==> config.mk <==
export PLATFORM = sky130hd
export DESIGN_NAME = extended_gcd_unit
export DESIGN_NICKNAME = d
export VERILOG_FILES = /design/src/design/egcd_pkg.sv /design/src/design/extended_gcd_unit.sv
export SDC_FILE = /design/constraint.sdc
export NUM_CORES = 1
export LEC_CHECK = 0
export ABC_CLOCK_PERIOD_IN_PS = 6990
export BUFFER_PORTS_ARGS = -buffer_cell sky130_fd_sc_hd__buf_2
export CORE_AREA = 2 2 203 205
export CTS_CLUSTER_DIAMETER = 120
export DETAILED_ROUTE_END_ITERATION = 8
export DIE_AREA = 0 0 205 207
export GPL_TIMING_DRIVEN = 1
export PLACE_DENSITY = 0.92
export SLEW_MARGIN = 20
export SYNTH_ARGS = -nofsm -noshare
export SYNTH_HDL_FRONTEND = slang
export SYNTH_SLANG_ARGS = --single-unit
==> constraint.sdc <==
create_clock -name clk -period 6.99 [get_ports clk]
set_input_delay 0.3495 -clock clk [delete_from_list [all_inputs] [get_ports clk]]
set_output_delay 0.3495 -clock clk [all_outputs]
set_load 0.1 [all_outputs]
==> src/design/egcd_pkg.sv <==
// ----------------------------------------------------------------------------
// egcd_pkg
// Shared widths and sequencer state codes for the extended GCD unit.
// ----------------------------------------------------------------------------
package egcd_pkg;

	localparam int WIDTH = 32;
	localparam int CW    = WIDTH + 1;
	localparam int CNT_W = $clog2(WIDTH);

	typedef logic [WIDTH-1:0] opnd_t;
	typedef logic [CW-1:0]    coeff_t;

	typedef enum logic [4:0] {
		ST_IDLE = 5'b00001,
		ST_CHK  = 5'b00010,
		ST_DIV  = 5'b00100,
		ST_UPD  = 5'b01000,
		ST_DONE = 5'b10000
	} state_t;

endpackage

==> src/design/extended_gcd_unit.sv <==
// Each Euclid step is a check state (ST_CHK), a radix-2 restoring division of
// WIDTH quotient bits on the shared subtractor (ST_DIV) and an update state
// (ST_UPD). The input stalls while busy, but a new transaction is taken while
// a finished result waits on the output.
// Reset: arst_n asynchronously clears the sequencer and output valid.
// ----------------------------------------------------------------------------
// extended_gcd_unit
// Extended Euclid: gcd and Bezout coefficients by iterated restoring division,
// with quotient-times-coefficient products built bit by bit (Horner form).
// ----------------------------------------------------------------------------
module extended_gcd_unit (
	input  logic                                clk,
	input  logic                                arst_n,
	input  logic                                in_valid,
	output logic                                in_stall,
	input  logic [egcd_pkg::WIDTH-1:0]          a_value,
	input  logic [egcd_pkg::WIDTH-1:0]          b_value,
	output logic                                out_valid,
	input  logic                                out_stall,
	output logic [egcd_pkg::WIDTH-1:0]          divisor,
	output logic signed [egcd_pkg::CW-1:0]      coeff_a,
	output logic signed [egcd_pkg::CW-1:0]      coeff_b
);
	import egcd_pkg::*;

	state_t           state_q;
	opnd_t            rprev_q, rcur_q, dvd_q, rem_q;
	coeff_t           xprev_q, xcur_q, yprev_q, ycur_q, px_q, py_q;
	logic [CNT_W-1:0] cnt_q;
	logic             out_valid_q;
	opnd_t            div_q;
	coeff_t           ca_q, cb_q;

	logic [WIDTH:0]   rem_sh, diff;
	logic             qbit;
	opnd_t            rem_n;
	coeff_t           px_n, py_n;

	always_comb begin
		rem_sh = {rem_q, dvd_q[WIDTH-1]};
		diff   = rem_sh - {1'b0, rcur_q};
		qbit   = ~diff[WIDTH];
		rem_n  = qbit ? diff[WIDTH-1:0] : rem_sh[WIDTH-1:0];
		px_n   = {px_q[CW-2:0], 1'b0} + (qbit ? xcur_q : '0);
		py_n   = {py_q[CW-2:0], 1'b0} + (qbit ? ycur_q : '0);
	end

	assign in_stall  = (state_q != ST_IDLE);
	assign out_valid = out_valid_q;
	assign divisor   = div_q;
	assign coeff_a   = ca_q;
	assign coeff_b   = cb_q;

	always_ff @(posedge clk or negedge arst_n) begin
		if (!arst_n) begin
			state_q     <= ST_IDLE;
			out_valid_q <= 1'b0;
		end else begin
			if (state_q == ST_DONE && (!out_valid_q || !out_stall))
				out_valid_q <= 1'b1;
			else if (out_valid_q && !out_stall)
				out_valid_q <= 1'b0;
			case (state_q)
				ST_IDLE: begin
					if (in_valid)
						state_q <= ST_CHK;
				end
				ST_CHK: begin
					state_q <= (rcur_q == '0) ? ST_DONE : ST_DIV;
				end
				ST_DIV: begin
					if (cnt_q == CNT_W'(WIDTH-1))
						state_q <= ST_UPD;
				end
				ST_UPD: begin
					state_q <= ST_CHK;
				end
				ST_DONE: begin
					if (!out_valid_q || !out_stall)
						state_q <= ST_IDLE;
				end
				default: begin
					state_q <= ST_IDLE;
				end
			endcase
		end
	end

	// datapath, no reset
	always_ff @(posedge clk) begin
		case (state_q)
			ST_IDLE: begin
				rprev_q <= a_value;
				rcur_q  <= b_value;
				xprev_q <= CW'(1);
				xcur_q  <= '0;
				yprev_q <= '0;
				ycur_q  <= CW'(1);
			end
			ST_CHK: begin
				dvd_q <= rprev_q;
				rem_q <= '0;
				px_q  <= '0;
				py_q  <= '0;
				cnt_q <= '0;
			end
			ST_DIV: begin
				dvd_q <= {dvd_q[WIDTH-2:0], 1'b0};
				rem_q <= rem_n;
				px_q  <= px_n;
				py_q  <= py_n;
				cnt_q <= cnt_q + CNT_W'(1);
			end
			ST_UPD: begin
				rprev_q <= rcur_q;
				rcur_q  <= rem_q;
				xprev_q <= xcur_q;
				xcur_q  <= xprev_q - px_q;
				yprev_q <= ycur_q;
				ycur_q  <= yprev_q - py_q;
			end
			ST_DONE: begin
				if (!out_valid_q || !out_stall) begin
					div_q <= rprev_q;
					ca_q  <= xprev_q;
					cb_q  <= yprev_q;
				end
			end
			default: begin
			end
		endcase
	end

endmodule

==> flow_metrics.py <==
metrics = {
    "status": {
        "status": "finished clean",
    },
    "power": {
        "vdd_drop_max_mv": 0.397,
        "power_density_nw_per_um2": 519,
        "power.leakage_uw": 0.0118,
        "finalPower_uw": 14300,
    },
    "sta": {
        "headroom_to_the_max_slew_limit_pct": 30.6,
        "finalHoldViolations": 0,
        "fin_crit_ns": 6.62,
        "tightestPinTransition_ns": 1.04,
        "max_freq_ghz": 0.151,
        "finalSetupTns_ns": 0,
        "clock_skew_ns": 0.00973,
        "setup_viol": 0,
        "grt_setup_unrepaired": "no",
        "holdWs_ns": 0.0403,
        "period_share_pct": 94.7,
        "drv_slew": 0,
    },
    "detailed_routing": {
        "detail_route.wl_per_cell_um": 19.4,
        "top_layer": "met4",
        "first_iter_violations": 1915,
        "totalWireLength_um": 59500,
        "post_drt_via_cell_ratio": 6.14,
        "num_vias": 18900,
        "dr_wl_met3_um": 4410,
        "dr_wl_met2_um": 29400,
        "postRouteAntennaNets": 0,
        "met1_length_um": 23500,
        "drt_pass1_iterations": 6,
        "drc_violations_left": 0,
    },
    "logic_synthesis": {
        "mappedNetlistArea_um2": 24700,
        "async_flop_share_pct": 1.38,
        "yosysUniqueCellTypes": 70,
        "syn_inst": 2353,
        "edff_count_synth": 429,
        "ys_seq_area_share_pct": 52.9,
        "synth_seq_cells": 435,
        "post_synth.cell_area_avg_um2": 10.5,
        "yosys_warnings": 0,
        "synth_top_flop_cell": "sky130_fd_sc_hd__edfxtp_1",
        "synth_fp_nets": 2586,
    },
    "clock_tree": {
        "clock-root-buffer": "sky130_fd_sc_hd__clkbuf_16",
        "path_clk_slew_ns": 0.06,
        "cts.htree.levels": 2,
        "maximum_count_of_clock_buffers_along_a_single_path": 3,
        "cts_buffers": 45,
        "cts_sinks": 435,
        "tritoncts": "done",
        "clk_latency_ns": 0.59,
    },
    "cells_and_area": {
        "drive_above_1_share_pct": 10.9,
        "num-nets-final": 2740,
        "layout_common_cells": "429 x sky130_fd_sc_hd__edfxtp_1, 350 x sky130_fd_sc_hd__nand2_1, 167 x sky130_fd_sc_hd__buf_2",
        "layout.cells.most_common": "sky130_fd_sc_hd__edfxtp_1",
        "design_area_um2": 27600,
        "area_growth_pct": 12.0,
        "total_inserted_antenna_cells": 0,
    },
    "global_route": {
        "grt_max_degree": 111,
        "gr-total-overflow": 0,
        "first_global_vias": 18900,
        "global_route.usage.total_pct": 28.0,
        "grt_antenna_before_repair": 0,
        "grt_pass1_wl_um": 95500,
    },
    "setup_path": {
        "crit-reg2reg-launch": "rcur_q[0]",
        "timing.reg2reg.worst_path_depth": 23,
        "max_stage_delay_ns": 0.42,
        "timing.critical_path.to_type": "flip-flop",
        "worst-endpoint-arrival_ns": 7.05,
        "cp-endpoint": "px_q[29]",
        "minimum_setup_slack_among_reg_to_reg_paths_ns": 0.37,
        "crit_path_cell_trace": "ha_1, fa_1, nand2b_1, a211o_1, a311o_1, a311oi_2, a311oi_2, a311oi_2, or2_4, xor2_4, and2_1, ha_1, fa_1, a21o_1, a21oi_1, nor2_1, o21a_1, o211a_1, or2_2, a211o_1, a22o_1, o21ai_0, mux2i_1",
        "worst-path-max-fanout": 11,
        "cp.required_ns": 7.42,
        "critical_path_class": "flip-flop to flip-flop",
        "timing.critical_path.from_type": "flip-flop",
        "startpoint": "rcur_q[0]",
        "regToRegEndpoint": "px_q[29]",
        "critical-path-top-cell-by-count": "sky130_fd_sc_hd__a311oi_2",
        "critPathSlowestCell": "sky130_fd_sc_hd__edfxtp_1",
    },
    "floorplan": {
        "core_area_um2": 40400,
        "core.rowCount": 74,
        "die_h_um": 207,
        "fp.dieArea_um2": 42400,
        "die_width_um": 205,
        "boundaryPins": 168,
        "initial_core_util_pct": 61.1,
    },
    "placement": {
        "place_area_um2": 26000,
        "number_of_buffers_added_on_ports": 167,
        "dpl.hpwl_um": 40400,
        "place.gp.congestion": 0.940,
    },
    "job": {
        "cap_viol_max_count": 0,
    },
    "hold_path": {
        "hp-class": "primary input to flip-flop",
    },
}
[sequential cells by signal, indices dropped and copies added, names as in the netlist]
| name | count |
|---|---|
| rprev_q | 32 |
| rcur_q | 32 |
| xprev_q | 33 |
| coeff_a | 33 |
| state_q | 5 |
| coeff_b | 33 |
| px_q | 33 |
| dvd_q | 32 |
| cnt_q | 5 |
| out_valid | 1 |
| rem_q | 32 |
| ycur_q | 33 |
| divisor | 32 |
| xcur_q | 33 |
| yprev_q | 33 |
| py_q | 33 |
[worst min-delay path by stage]
stage | startpoint | endpoint | slack, ns | cells after the start
floorplan | arst_n | out_valid | 0.05 | 0
global placement | arst_n | out_valid | 0.19 | 1
detailed placement | arst_n | out_valid | 0.19 | 1
CTS | a_value[13] | rprev_q[13] | 0.02 | 3
global route | b_value[4] | rcur_q[4] | 0.04 | 3
finish | a_value[28] | rprev_q[28] | 0.04 | 3
[area by class of cell]
cell class | count | area (um^2)
clock buffer | 58 | 1250
clock inverter | 24 | 305
fill | 2853 | 12700
inverter | 127 | 477
multi-input combinational | 1716 | 10900
sequential | 435 | 13000
tap | 532 | 666
timing repair buffer | 182 | 978
[worst max-delay path, delay by kind of cell (launching register included)]
kind,cells,cell delay [ns]
simple gates,5,1.11
flops,1,0.42
compound gates,12,3.30
mux,1,0.22
fa+ha+maj,4,1.27
xor+xnor,1,0.15
[repair_timing]
item | in CTS | in global routing
buffers inserted | 0 | 0
hold endpoints to repair | 7 | 0
gates resized for setup | 0 | 0
endpoints found under the setup margin | 0 | 6
hold buffers | 2 | 0
[power breakdown]
part | leakage [uW] | internal, uW | total, uW | switching [uW]
Combinational | 0.00688 | 2710 | 7120 | 4400
Clock | 0.000754 | 1520 | 2540 | 1030
Sequential | 0.00418 | 4140 | 4690 | 551
Total | 0.0118 | 8370 | 14300 | 5980
[kinds of logic (layout without fill, tap and decap cells)]
kind of cell,count (synthesis),in the layout,share of synthesized area (%)
flops,435,435,52.9
buf+inv,203,391,3.17
mux,8,8,0.330
xor+xnor,105,106,3.84
compound gates,534,534,13.9
fa+ha+maj,165,165,8.52
simple gates,903,903,17.4
[synthesized netlist by cell type (3+ instances only)]
cell type / number / area, um^2
sky130_fd_sc_hd__a21oi_1: 156 / 781
sky130_fd_sc_hd__a221o_1: 4 / 40.0
sky130_fd_sc_hd__nor3b_1: 10 / 75.1
sky130_fd_sc_hd__a221oi_1: 5 / 43.8
sky130_fd_sc_hd__nand2_1: 352 / 1320
sky130_fd_sc_hd__o2111ai_1: 4 / 35.0
sky130_fd_sc_hd__nand2b_1: 23 / 144
sky130_fd_sc_hd__a22o_1: 3 / 26.3
sky130_fd_sc_hd__inv_1: 127 / 477
sky130_fd_sc_hd__xnor2_1: 58 / 508
sky130_fd_sc_hd__nor2_1: 161 / 604
sky130_fd_sc_hd__buf_4: 3 / 22.5
sky130_fd_sc_hd__nand4b_1: 3 / 26.3
sky130_fd_sc_hd__a211oi_1: 15 / 113
sky130_fd_sc_hd__a21boi_0: 10 / 75.1
sky130_fd_sc_hd__a31oi_1: 18 / 113
sky130_fd_sc_hd__a311oi_2: 3 / 45.0
sky130_fd_sc_hd__dfrtp_1: 5 / 125
sky130_fd_sc_hd__o21ai_0: 111 / 556
sky130_fd_sc_hd__or2_2: 10 / 62.6
sky130_fd_sc_hd__nand3b_1: 4 / 30.0
sky130_fd_sc_hd__clkbuf_1: 61 / 229
sky130_fd_sc_hd__nor4_1: 12 / 75.1
sky130_fd_sc_hd__nor3_1: 48 / 240
sky130_fd_sc_hd__o31ai_1: 7 / 52.6
sky130_fd_sc_hd__buf_2: 4 / 20.0
sky130_fd_sc_hd__o21a_1: 38 / 285
sky130_fd_sc_hd__o21bai_1: 15 / 113
sky130_fd_sc_hd__nand4_1: 15 / 93.8
sky130_fd_sc_hd__mux2i_1: 7 / 70.1
sky130_fd_sc_hd__o211ai_1: 11 / 82.6
sky130_fd_sc_hd__or3_1: 9 / 56.3
sky130_fd_sc_hd__a21o_1: 94 / 706
sky130_fd_sc_hd__and2_1: 144 / 901
sky130_fd_sc_hd__nand3_1: 44 / 220
sky130_fd_sc_hd__o31a_1: 7 / 61.3
sky130_fd_sc_hd__xor2_1: 45 / 394
sky130_fd_sc_hd__and3_1: 34 / 213
sky130_fd_sc_hd__buf_1: 6 / 22.5
sky130_fd_sc_hd__fa_1: 5 / 100
sky130_fd_sc_hd__edfxtp_1: 429 / 12900
sky130_fd_sc_hd__a211o_1: 10 / 87.6
sky130_fd_sc_hd__nor2b_1: 28 / 175
sky130_fd_sc_hd__ha_1: 160 / 2000
[routing by layer]
| layer | vias up | track usage [%] |
|---|---|---|
| li1 | 8778 | - |
| met5 | - | 0 |
| met2 | 927 | 48.2 |
| met1 | 8984 | 35.9 |
| met3 | 175 | 3.71 |
| met4 | 0 | 11.1 |
[stage by stage]
step / std cells / util [%] / worst slack (ns)
floorplan: 2353 / - / 0.618
global placement: 2989 / 64.5 / 0.621
detailed placement: 2989 / 64.5 / 0.376
CTS: 3073 / 68.4 / 0.349
global route: 3074 / 68.4 / 0.0199
finish: 3074 / 68.4 / 0.372
(Power assumes the default switching activity.)
